===== src/hdl/ssrt_pkg.sv =====
// Package for the sorted slot reservation table: field widths, status codes
// and the hour-span mask helper. No dependencies.
`default_nettype none
package ssrt_pkg;
    localparam int DefaultCapacity = 256;
    localparam int Days  = 7;
    localparam int Hours = 24;
    localparam int EntryW = 13;

    localparam logic [1:0] KIND_LOAD    = 2'd0;
    localparam logic [1:0] KIND_GUARDED = 2'd1;
    localparam logic [1:0] KIND_READ    = 2'd2;

    localparam logic [2:0] ST_INSERTED = 3'd0;
    localparam logic [2:0] ST_CONFLICT = 3'd1;
    localparam logic [2:0] ST_FULL     = 3'd2;
    localparam logic [2:0] ST_RANGE    = 3'd3;
    localparam logic [2:0] ST_READ     = 3'd4;

    // Hours covered by a reservation; caller guarantees hour + duration <= 24.
    function automatic logic [Hours-1:0] span_mask(input logic [4:0] hour,
                                                   input logic [4:0] duration);
        logic [47:0] ones;
        ones = (48'd1 << duration) - 48'd1;
        span_mask = ones[Hours-1:0] << hour;
    endfunction
endpackage
`default_nettype wire


===== src/hdl/sorted_slot_reservation_table_core.sv =====
// Top level of the sorted slot reservation table.
// Depends on ssrt_pkg and ssrt_ram.
//
// One request enters on the s_ channel and one result leaves on the m_ channel.
// A request carries a kind: load insert, guarded insert (rejected if any hour
// it covers is already booked), or read of the entry at an index. Inserts keep
// the table sorted by day, then hour, with a new entry after equal keys.
// The table lives in one RAM with a registered read. An insert first scans
// from the top of the table downward: each cycle it reads one entry, and if
// that entry's key is after the new one it writes it one place up; the first
// entry that is not after the new key ends the scan and the new entry is
// written just above it. The 7 x 24 occupancy bitmap is kept in flip-flops
// and is checked in the request cycle.
// Reset clears the count and the bitmap; the table RAM needs no clearing since
// only positions below the count are read. The result sits in an output
// register; while the receiver stalls, the block holds the result and takes
// no new request until it is gone.
`default_nettype none
module sorted_slot_reservation_table_core
    import ssrt_pkg::*;
#(
    parameter int Capacity = DefaultCapacity
) (
    input  wire logic        aclk,
    input  wire logic        aresetn,
    input  wire logic        s_tvalid,
    output logic             s_tready,
    // kind[1:0], day[4:2], hour[9:5], duration[14:10], read_index[22:15]
    input  wire logic [23:0] s_tdata,
    output logic             m_tvalid,
    input  wire logic        m_tready,
    // status[2:0], position[10:3], entry_total[19:11], out_day[22:20],
    // out_hour[27:23], out_duration[32:28]
    output logic [39:0]      m_tdata
);
    localparam int AW = $clog2(Capacity) > 0 ? $clog2(Capacity) : 1;
    localparam int CW = $clog2(Capacity + 1);

    typedef enum logic [1:0] {S_IDLE, S_SCAN, S_READ, S_OUT} state_t;

    state_t             state_reg;
    logic [CW-1:0]      count_reg;
    logic [Hours-1:0]   occ_reg [Days];
    logic [CW-1:0]      scan_reg;   // entry index being examined plus one
    logic [EntryW-1:0]  new_reg;
    logic [2:0]         status_reg;
    logic [7:0]         pos_reg;
    logic [2:0]         oday_reg;
    logic [4:0]         ohour_reg;
    logic [4:0]         odur_reg;
    logic               rdv_reg;    // read data of scan_reg-1 is valid

    logic [1:0] in_kind;
    logic [2:0] in_day;
    logic [4:0] in_hour, in_dur;
    logic [7:0] in_idx;
    assign in_kind = s_tdata[1:0];
    assign in_day  = s_tdata[4:2];
    assign in_hour = s_tdata[9:5];
    assign in_dur  = s_tdata[14:10];
    assign in_idx  = s_tdata[22:15];

    logic              wr_en;
    logic [AW-1:0]     wr_addr, rd_addr;
    logic [EntryW-1:0] wr_data, rd_data;

    ssrt_ram #(.Width(EntryW), .Depth(Capacity)) u_table (
        .aclk(aclk), .wr_en(wr_en), .wr_addr(wr_addr), .wr_data(wr_data),
        .rd_addr(rd_addr), .rd_data(rd_data)
    );

    logic             range_err;
    logic [Hours-1:0] mask;
    logic [5:0]       hour_end;
    assign hour_end  = {1'b0, in_hour} + {1'b0, in_dur};
    assign range_err = (in_day >= 3'(Days)) || (in_hour >= 5'(Hours))
                       || (hour_end > 6'(Hours));
    assign mask      = span_mask(in_hour, in_dur);

    // Entry in RAM is {day, hour, duration}; compare keys day then hour.
    logic after_new;
    assign after_new = rd_data[12:5] > new_reg[12:5];

    logic in_fire;
    assign in_fire  = s_tvalid && s_tready;
    assign s_tready = (state_reg == S_IDLE);

    always_comb begin
        wr_en   = 1'b0;
        wr_addr = scan_reg[AW-1:0];
        wr_data = rd_data;
        rd_addr = AW'(in_idx);
        if (state_reg == S_SCAN) begin
            rd_addr = AW'(scan_reg - CW'(2));
            if (scan_reg == '0 || (rdv_reg && !after_new)) begin
                wr_en   = 1'b1;
                wr_data = new_reg;
            end else if (rdv_reg) begin
                wr_en = 1'b1;
            end
        end else if (state_reg == S_IDLE) begin
            rd_addr = AW'(count_reg - CW'(1));
        end
        if (in_fire && in_kind == KIND_READ) begin
            rd_addr = AW'(in_idx);
        end
    end

    always_ff @(posedge aclk) begin
        if (!aresetn) begin
            state_reg <= S_IDLE;
            count_reg <= '0;
            m_tvalid  <= 1'b0;
            rdv_reg   <= 1'b0;
            for (int d = 0; d < Days; d++) begin
                occ_reg[d] <= '0;
            end
        end else begin
            case (state_reg)
                S_IDLE: begin
                    if (in_fire) begin
                        status_reg <= ST_READ;
                        pos_reg    <= '0;
                        oday_reg   <= '0;
                        ohour_reg  <= '0;
                        odur_reg   <= '0;
                        state_reg  <= S_OUT;
                        if (in_kind == KIND_LOAD || in_kind == KIND_GUARDED) begin
                            if (range_err) begin
                                status_reg <= ST_RANGE;
                            end else if (count_reg >= CW'(Capacity)) begin
                                status_reg <= ST_FULL;
                            end else if (in_kind == KIND_GUARDED &&
                                         (occ_reg[in_day] & mask) != '0) begin
                                status_reg <= ST_CONFLICT;
                            end else begin
                                occ_reg[in_day] <= occ_reg[in_day] | mask;
                                new_reg   <= {in_day, in_hour, in_dur};
                                scan_reg  <= count_reg;
                                rdv_reg   <= (count_reg != '0);
                                state_reg <= S_SCAN;
                            end
                        end else if (in_kind == KIND_READ) begin
                            pos_reg   <= in_idx;
                            state_reg <= (32'(in_idx) < 32'(count_reg)) ? S_READ : S_OUT;
                        end
                    end
                end
                S_SCAN: begin
                    if (wr_en && (scan_reg == '0 || !after_new)) begin
                        status_reg <= ST_INSERTED;
                        pos_reg    <= 8'(scan_reg);
                        count_reg  <= count_reg + CW'(1);
                        rdv_reg    <= 1'b0;
                        state_reg  <= S_OUT;
                    end else begin
                        scan_reg <= scan_reg - CW'(1);
                        rdv_reg  <= (scan_reg > CW'(1));
                    end
                end
                S_READ: begin
                    oday_reg  <= rd_data[12:10];
                    ohour_reg <= rd_data[9:5];
                    odur_reg  <= rd_data[4:0];
                    state_reg <= S_OUT;
                end
                S_OUT: begin
                    if (!m_tvalid) begin
                        m_tvalid <= 1'b1;
                    end else if (m_tready) begin
                        m_tvalid  <= 1'b0;
                        state_reg <= S_IDLE;
                    end
                end
                default: state_reg <= S_IDLE;
            endcase
        end
    end

    logic [8:0] total;
    assign total   = 9'(count_reg);
    assign m_tdata = {7'd0, odur_reg, ohour_reg, oday_reg, total, pos_reg, status_reg};

    // The table never holds more entries than it has room for.
    a_count_cap: assert property (@(posedge aclk) disable iff (!aresetn)
        count_reg <= CW'(Capacity))
        else $error("entry count over capacity");
    // A request is taken only while no result is pending.
    a_no_overlap: assert property (@(posedge aclk) disable iff (!aresetn)
        in_fire |-> !m_tvalid)
        else $error("request taken with result pending");
    // The count grows only by one, and only when an insert finishes.
    a_count_step: assert property (@(posedge aclk) disable iff (!aresetn)
        count_reg != $past(count_reg) |-> count_reg == $past(count_reg) + CW'(1))
        else $error("entry count moved by other than one");
endmodule
`default_nettype wire


===== src/hdl/ssrt_ram.sv =====
// Generic single-port-write, single-read RAM with a registered read.
// No dependencies.
`default_nettype none
module ssrt_ram #(
    parameter int Width = 13,
    parameter int Depth = 256
) (
    input  wire logic                     aclk,
    input  wire logic                     wr_en,
    input  wire logic [$clog2(Depth)-1:0] wr_addr,
    input  wire logic [Width-1:0]         wr_data,
    input  wire logic [$clog2(Depth)-1:0] rd_addr,
    output logic      [Width-1:0]         rd_data
);
    logic [Width-1:0] mem [Depth];

    always_ff @(posedge aclk) begin
        if (wr_en) begin
            mem[wr_addr] <= wr_data;
        end
        rd_data <= mem[rd_addr];
    end
endmodule
`default_nettype wire

===== config.mk =====
export PLATFORM = sky130hd
export DESIGN_NAME = sorted_slot_reservation_table_core
export DESIGN_NICKNAME = d
export VERILOG_FILES = /design/src/hdl/ssrt_pkg.sv /design/src/hdl/sorted_slot_reservation_table_core.sv /design/src/hdl/ssrt_ram.sv
export SDC_FILE = /design/constraint.sdc
export NUM_CORES = 2
export LEC_CHECK = 0
export ABC_AREA = 1
export BUFFER_PORTS_ARGS = -buffer_cell sky130_fd_sc_hd__buf_2
export CAP_MARGIN = 20
export CORE_MARGIN = 4
export CORE_UTILIZATION = 60
export CTS_BUF_LIST = sky130_fd_sc_hd__clkbuf_8
export DETAILED_ROUTE_END_ITERATION = 8
export HOLD_SLACK_MARGIN = 0.02
export PLACE_DENSITY_LB_ADDON = 0.25
export SYNTH_ARGS = -nofsm -noshare
export SYNTH_HDL_FRONTEND = slang
export SYNTH_SLANG_ARGS = --single-unit

===== constraint.sdc =====
create_clock -name aclk -period 20.8 [get_ports aclk]
set_input_delay 2.08 -clock aclk [delete_from_list [all_inputs] [get_ports aclk]]
set_output_delay 2.08 -clock aclk [all_outputs]
set_load 0.01 [all_outputs]

Yosys cells after proc, flatten, opt, wreduce, memory -nomap -nowiden

Memories as Yosys holds them, arrays and structs flattened. A register that Yosys moved wholly into a read port is not among the register bits.
Cells that the tools add are included.

Bits in registers: 59
Memory bits (writable): 3496
Bits of input ports: 28
Memories kept: 2

Memories:

| name        | depth | width | rd ports | clocked after Yosys merged registers in | wr ports | line                                     | text |
|---|---|---|---|---|---|---|---|
| u_table.mem | 256   | 13    | 1        | 1                                       | 1        | ssrt_ram.sv:15                           | `logic [Width-1:0] mem [Depth];` |
| occ_reg     | 7     | 24    | 1        | 0                                       | 7        | sorted_slot_reservation_table_core.sv:43 | `logic [Hours-1:0] occ_reg [Days];` |

Add/sub/neg operators: 6
$lt $le $gt $ge: 7
Eq/ne operators: 14
Shifts and indexed selects: 2
Multiplexer cells: 66
Bitwise gates (word level): 5
Reductions and logical operators: 26

Operator list:

| kind                    | number |
|---|---|
| $mux W8                 | 7 |
| $mux W9                 | 6 |
| $mux W13                | 2 |
| $mux W1                 | 25 |
| $and A24 B24 Y24        | 1 |
| $mux W24                | 1 |
| $mux W3                 | 8 |
| $or A24 B24 Y24         | 1 |
| $reduce_bool A24 Y1     | 1 |
| $reduce_or A24 Y1       | 1 |
| $shl A1 B5 Y24 const A  | 1 |
| $shl A24 B5 Y24         | 1 |
| $sub A24 B1 Y24 const B | 1 |
| $pmux W5 S2             | 2 |
| $pmux W9 S2             | 1 |
| $mux W2                 | 8 |
| $pmux W8 S2             | 1 |
| $ne A2 B2 Y1 const B    | 6 |
| $pmux W3 S2             | 2 |
| $add A9 B1 Y9 const B   | 1 |
| $ge A9 B9 Y1 const B    | 1 |
| $gt A9 B1 Y1 const B    | 1 |
| $logic_not A9 Y1        | 1 |
| $lt A8 B9 Y1            | 1 |
| 27 further kinds        | 45 |

Depth between registers and ports, before layout

Word-level depth: 16
Depth in mapped cells: 31
Depth with buffers taken out: 28

Modules after synthesis

From an unflattened synthesis, not the netlist that was laid out.

Cells, all modules: 13043
Area, all modules: 149582.2 sq um

By module, submodules not included:

| module                             | times used | cells an instance | area an instance (sq um) | sequential area each (sq um) |
|---|---|---|---|---|
| ssrt_ram                           | 1          | 11136             | 134711.7                 | 100196.1 |
| sorted_slot_reservation_table_core | 1          | 1907              | 14870.5                  | 7166.9 |

Worst setup path before layout

OpenSTA, ideal clock, no wires.

Path kind: reg-to-reg
From: register scan_reg[5]
To: memory u_table.mem[0][10], data pin
Library setup time: 2189 ps
Arrival: 11935 ps
Setup slack: 6677 ps
Stages on the path, launching flop included: 10
Clock period less this slack: 14123 ps
Cells stage by stage: edfxtp_1 -> clkbuf_1 -> nor2_1 -> inv_1 -> nor2_1 -> nand3b_1 -> a21oi_1 -> nand2_1 -> clkbuf_1 -> o21ai_0

Word-level cells in the longest chain between the ends: 4

RTL lines:

| what                     | line                                      | text |
|---|---|---|
| start: declaration       | sorted_slot_reservation_table_core.sv:44  | `logic [CW-1:0] scan_reg;` |
| start signal: assignment | sorted_slot_reservation_table_core.sv:139 | `scan_reg <= count_reg;` |
| start signal: assignment | sorted_slot_reservation_table_core.sv:157 | `scan_reg <= scan_reg - CW'(1);` |
| $logic_not A9 Y1         | sorted_slot_reservation_table_core.sv:95  | `if (scan_reg == '0 \|\| (rdv_reg && !after_new)) begin` |
| $logic_or A1 B1 Y1       | sorted_slot_reservation_table_core.sv:95  |  |
| $mux W13                 | sorted_slot_reservation_table_core.sv:95  |  |
| $mux W13                 | sorted_slot_reservation_table_core.sv:93  | `if (state_reg == S_SCAN) begin` |
| net u_table.wr_data[10]  | ssrt_ram.sv:11                            | `input wire logic [Width-1:0] wr_data,` |
| end: declaration         | ssrt_ram.sv:15                            |  |

The timed path passes the listed nets, and every way through them passes these cells.

Worst setup path after layout

From: register state_reg[1]
To: register u_table.rd_data[11] (read register of u_table.mem)

Word-level cells in the longest chain between the ends: 4
Elaborated cells between the ends (all ways): 7

RTL lines:

| what                                                  | line                                                                                | text |
|---|---|---|
| start: declaration                                    | sorted_slot_reservation_table_core.sv:41                                            | `state_t state_reg;` |
| start signal: assignment                              | sorted_slot_reservation_table_core.sv:145                                           | `state_reg <= (32'(in_idx) < 32'(count_reg)) ? S_READ : S_OUT;` |
| $logic_not A2 Y1                                      | sorted_slot_reservation_table_core.sv:86, sorted_slot_reservation_table_core.sv:101 |  |
| $mux W8 / $logic_and A1 B1 Y1 (equally long branches) | sorted_slot_reservation_table_core.sv:101, sorted_slot_reservation_table_core.sv:85 |  |
| $mux W8 / $logic_and A1 B1 Y1 (equally long branches) | sorted_slot_reservation_table_core.sv:93, sorted_slot_reservation_table_core.sv:104 |  |
| $mux W8 *                                             | sorted_slot_reservation_table_core.sv:104                                           | `if (in_fire && in_kind == KIND_READ) begin` |
| end: declaration                                      | ssrt_ram.sv:13                                                                      | `output logic [Width-1:0] rd_data` |

Every way passes the cells marked *; elsewhere a longest branch is shown, timed or not.
A chain may end at the register's enable or synchronous reset.

==> results by stage <==
Finish:
- In the layout the commonest cells are 3542 x sky130_fd_sc_hd__edfxtp_1, 3439 x sky130_fd_sc_hd__nor2_1, 1406 x sky130_fd_sc_hd__o21ai_0.
- The register with the most flip-flops in the layout has 3328 of them.
- The number of nets in the layout is roughly 12000.
- With fillers left out, the area of the finished cells amounts to 161000 um2.
- Cells with a size suffix above 1 make up around a tenth of the layout.
- Compared with the post-synthesis result, the final layout area differs by 10.1%.
- The total of fill cells in the finished design is 17100.
- Cells fill approximately 66% of the core in the end.
- Registers take ~110000 um2.
- In the final layout, the multi-input gates occupy 35400 um2.
- The finished layout holds approximately 16000 standard cells, fillers aside.
- The most common library cell in the layout ignoring fill and taps is sky130_fd_sc_hd__edfxtp_1.

Global routing:
- Entering global routing, the biggest net connects 213 pins.
- The initial antenna violation count was 24.
- The wire length of the first global-routing pass is roughly 590000 um.
- In the global route stage, overall resource usage came out at 30.9%.
- Global routing finished with a remaining overflow of 0.
- The number of global-route vias before repair came to about 95000.

Power:
- In this run the power density over the cells is ~150 nW/um2.
- Summed over all cells, the static leakage comes to around 54 nW.
- The worst-case IR drop observed on VDD is approximately 0.21 mV.
- Of the total power, combinational logic draws a little over two fifths.
- The net switching power is roughly 11 mW.
- Registers are responsible for a little under two fifths of the overall power.
- The switching part of the total power is between 40 and 50%.
- Of the total power, the clock network draws between 20% and 30%.
- The total design power is 25.0 mW.
- Cell internal power was estimated by the tool at approximately 14 mW.

CTS:
- After clock tree synthesis, the repair step resized 0 gates.
- The CTS buffer count is slightly below 600.
- The clock sink total is between 3000 and 4000.
- Buffers inserted to repair hold after CTS numbered 0.
- After clock tree synthesis, the setup repair step added 0 buffers.
- No sink is reached through more buffers than the 4 on the longest clock path.
- For the worst-skew pair, the clock arrives at the later sink with an insertion delay of 1.13 ns.
- The clock tree from TritonCTS is built.
- Clock-pin slew was measured on the worst setup and hold paths at around 0.060 ns.
- Clock tree synthesis selected as its root buffer the cell sky130_fd_sc_hd__clkbuf_8.
- The H-tree was split into 6 levels.

Setup path:
- Traced cell by cell, the critical path runs through inv_1, ha_1, clkinv_1, nor2_1, inv_1, nand3_1, nand2_4, inv_8, buf_4, buf_12, buf_12, buf_4, nor2_1, o32ai_1, o21ai_0, o221ai_1, nand3_1, nand3_1, nand3_1, nand2_1.
- The depth of the worst register-to-register path is 20.
- Along the worst path, the maximum fanout reaches about 170.
- Data arrives at the worst endpoint at between 9 and 10 ns.
- The critical path in this run is classified as register to register.
- The capturing point of the worst reg2reg path is u_table.rd_data[11].
- The cell seen most often among critical-path stages is sky130_fd_sc_hd__nand3_1.
- The slowest stage of the critical path is the sky130_fd_sc_hd__clkinv_1 cell.
- The number of buffers and inverters on the critical path is 8.
- The required time reported for the critical path endpoint is ~22 ns.
- Grouping stages by cell kind, the critical path spends the most delay in buffers and inverters.
- The worst setup path startpoint is state_reg[1].
- The worst register-to-register path begins at state_reg[1].
- The register-to-register setup slack is 12.05 ns.
- The kind of start point of the critical path is a register.
- The maximum single-stage delay on the critical path is 0.90 ns.
- The element type at the critical path end is a register.

Placement:
- The detailed-placement wirelength estimate is roughly 220000 um.
- Counting tap cells, the placed design contains a total of 14500 instances.
- In this run the tool buffered the top-level ports with between 60 and 70 buffer cells.
- The worst slack at placement is approximately 11 ns.
- Routability-driven placement finished with a final weighted congestion of roughly 0.93.
- The cell area after placement is approximately 150000 um2.

Synth:
- By area the synthesized netlist is led by sky130_fd_sc_hd__edfxtp_1 73%, sky130_fd_sc_hd__nor2_1 8.8%, sky130_fd_sc_hd__o32ai_1 5.0%.
- The area of the mapped netlist is 147000 um2.
- Of all cell types, the one taking the most synthesized area is sky130_fd_sc_hd__edfxtp_1.
- The average cell area after synthesis is about 13 um2.
- Yosys printed 0 warnings.
- The number of flops mapped to enable cells by yosys is around 3500.
- The leading register cell type out of synthesis is sky130_fd_sc_hd__edfxtp_1.
- In the synthesized netlist the async set-or-reset flop fraction comes to 0%.
- The number of different library cells in the post-synthesis netlist is between 50 and 60.
- The top cell type's share of synthesized area is between 70 and 80%.
- The count of mapped cells out of synthesis is approximately 12000.
- For this run, the register share of the synthesized area comes to between 70% and 80%.
- After synthesis the netlist holds a flip-flop and latch count of around 3600.

Die:
- The core region is between 200000 and 250000 um2.
- Once the floorplan was initialized, standard cells occupied 60.3% of the core.
- The vertical die dimension is 502 um.
- The die covers ~250000 um2.
- Pin placement for this block handled 70 I/O pins.
- The floorplan die width is 502 um.
- The count of standard-cell rows is approximately 180.

Timing:
- Adding up every negative setup slack in the final design gives 0 ns.
- The actual slew at the worst max-slew pin is between 1 and 1.5 ns.
- After layout, the worst setup slack is 12.05 ns.
- The portion of the clock cycle consumed by the worst path in the final layout is 42.1%.
- Based on the critical path, the design can be clocked at up to 0.114 GHz.
- The time the final worst path needs with I/O delays and setup is around 8.8 ns.
- The final number of max-transition violations is 0.
- The final clock skew is roughly 0.094 ns.
- The final number of setup-violating endpoints is 0.
- The hold violation count in the final report is 0.
- The worst max-slew margin expressed relative to the limit is a little under a quarter.
- Across all hold checks on the routed design, the worst slack comes to about 0.52 ns.
- Setup repair after global routing left no endpoint under its margin.

Detailed routing:
- The total detailed-routing wirelength is 398000 um.
- The total via count after detailed routing is 100000.
- In the routed layout, each cell is associated on average with a via count of 6.46.
- Dividing the detail-routed wire length by the instance count gives ~26 um.
- The remaining antenna violation count is 0.
- The first TritonRoute pass finished after 6 iterations.
- After detailed routing, the number of remaining DRC violations is 0.
- The detailed router finished its first iteration with about 15000 violations.

Hold path:
- The worst min-delay path category is register to register.
- Counting instances, the worst hold path has a depth of 4.
- For hold timing, the worst endpoint is occ_reg[6][12].
- The worst hold path begins at occ_reg[6][12].

Outcome:
- The flow ran to the end, and the final reports show no timing, DRC or antenna violations.

Run:
- The count of max-cap constraint violations is 0.
worst max path at each step:
| stage | endpoint | slack (ns) | cells after the start |
|---|---|---|---|
| detailed placement | u_table.rd_data[11] | 11.35 | 21 |
| finish | u_table.rd_data[11] | 12.05 | 20 |
| global placement | u_table.rd_data[11] | 11.49 | 21 |
| floorplan | u_table.mem[0][10] | 6.68 | 9 |
| CTS | u_table.rd_data[11] | 12.33 | 20 |
| global route | u_table.rd_data[11] | 11.74 | 20 |
power by group through the flow:
stage          clock network, mW  logic [mW]  registers [mW]
6_report                    5.42        10.4            9.18
5_1_grt                     5.82        11.1            9.18
4_1_cts                     5.47        10.1            9.18
3_5_place_dp                   0        10.1            9.33
3_3_place_gp                   0        9.74            9.33
2_1_floorplan                  0        6.18            9.92
routing by layer:
| layer | wire, um | up-vias | global-route usage, % |
|---|---|---|---|
| li1 | - | 43800 | - |
| met1 | 149000 | 49200 | 43.3 |
| met5 | 129 | - | 0 |
| met3 | 48600 | 1002 | 7.57 |
| met2 | 181000 | 6293 | 46.2 |
| met4 | 19000 | 14 | 14.4 |
worst reg2reg max path, stage by stage (launching register included):
cell	delay, ns
sky130_fd_sc_hd__dfxtp_1	0.34
sky130_fd_sc_hd__inv_1	0.10
sky130_fd_sc_hd__ha_1	0.74
sky130_fd_sc_hd__clkinv_1	0.90
sky130_fd_sc_hd__nor2_1	0.38
sky130_fd_sc_hd__inv_1	0.09
sky130_fd_sc_hd__nand3_1	0.13
sky130_fd_sc_hd__nand2_4	0.39
sky130_fd_sc_hd__inv_8	0.69
sky130_fd_sc_hd__buf_4	0.82
sky130_fd_sc_hd__buf_12	0.54
sky130_fd_sc_hd__buf_12	0.46
sky130_fd_sc_hd__buf_4	1.03
sky130_fd_sc_hd__nor2_1	0.10
sky130_fd_sc_hd__o32ai_1	0.41
sky130_fd_sc_hd__o21ai_0	0.15
sky130_fd_sc_hd__o221ai_1	0.24
sky130_fd_sc_hd__nand3_1	0.17
sky130_fd_sc_hd__nand3_1	0.29
sky130_fd_sc_hd__nand3_1	0.44
sky130_fd_sc_hd__nand2_1	0.27
synth_stat cells, types with 8 or more instances:
| cell | n |
|---|---|
| sky130_fd_sc_hd__edfxtp_1 | 3542 |
| sky130_fd_sc_hd__clkinv_1 | 9 |
| sky130_fd_sc_hd__nand3_1 | 374 |
| sky130_fd_sc_hd__nor3_2 | 30 |
| sky130_fd_sc_hd__o21ai_2 | 11 |
| sky130_fd_sc_hd__dfxtp_1 | 50 |
| sky130_fd_sc_hd__ha_1 | 35 |
| sky130_fd_sc_hd__o21ai_0 | 1417 |
| sky130_fd_sc_hd__o221ai_1 | 208 |
| sky130_fd_sc_hd__o22ai_1 | 24 |
| sky130_fd_sc_hd__buf_4 | 9 |
| sky130_fd_sc_hd__nor2_1 | 3441 |
| sky130_fd_sc_hd__inv_1 | 220 |
| sky130_fd_sc_hd__nand2_1 | 403 |
| sky130_fd_sc_hd__buf_2 | 57 |
| sky130_fd_sc_hd__nand4_1 | 46 |
| sky130_fd_sc_hd__nor3_1 | 34 |
| sky130_fd_sc_hd__clkbuf_1 | 740 |
| sky130_fd_sc_hd__o32ai_1 | 832 |
| sky130_fd_sc_hd__inv_2 | 13 |
| sky130_fd_sc_hd__buf_1 | 61 |
| sky130_fd_sc_hd__a31oi_1 | 8 |
| sky130_fd_sc_hd__a21oi_1 | 63 |
final cells by class:
cell class,count,area share [%]
clock buffer,594,5.06
tap,3202,2.48
multi-input combinational,7035,21.9
sequential,3592,66.5
inverter,242,0.583
antenna,20,0.0310
clock inverter,400,1.15
timing repair buffer,450,2.24
kinds of logic (layout without fill, tap and decap cells):
kind of cell             count (synthesis)  after routing  synth area share, %
buffers and inverters                 1113           1686                 2.94
AND/OR/NAND/NOR                       4358           4358                 11.8
other                                    1             51              0.00256
flip-flops                            3592           3592                 73.2
AO/OA/AOI/OAI                         2606           2606                 11.7
adder cells (fa/ha/maj)                 36             36                0.312
XOR/XNOR                                 4              4               0.0239
(Power assumes the default switching activity.)
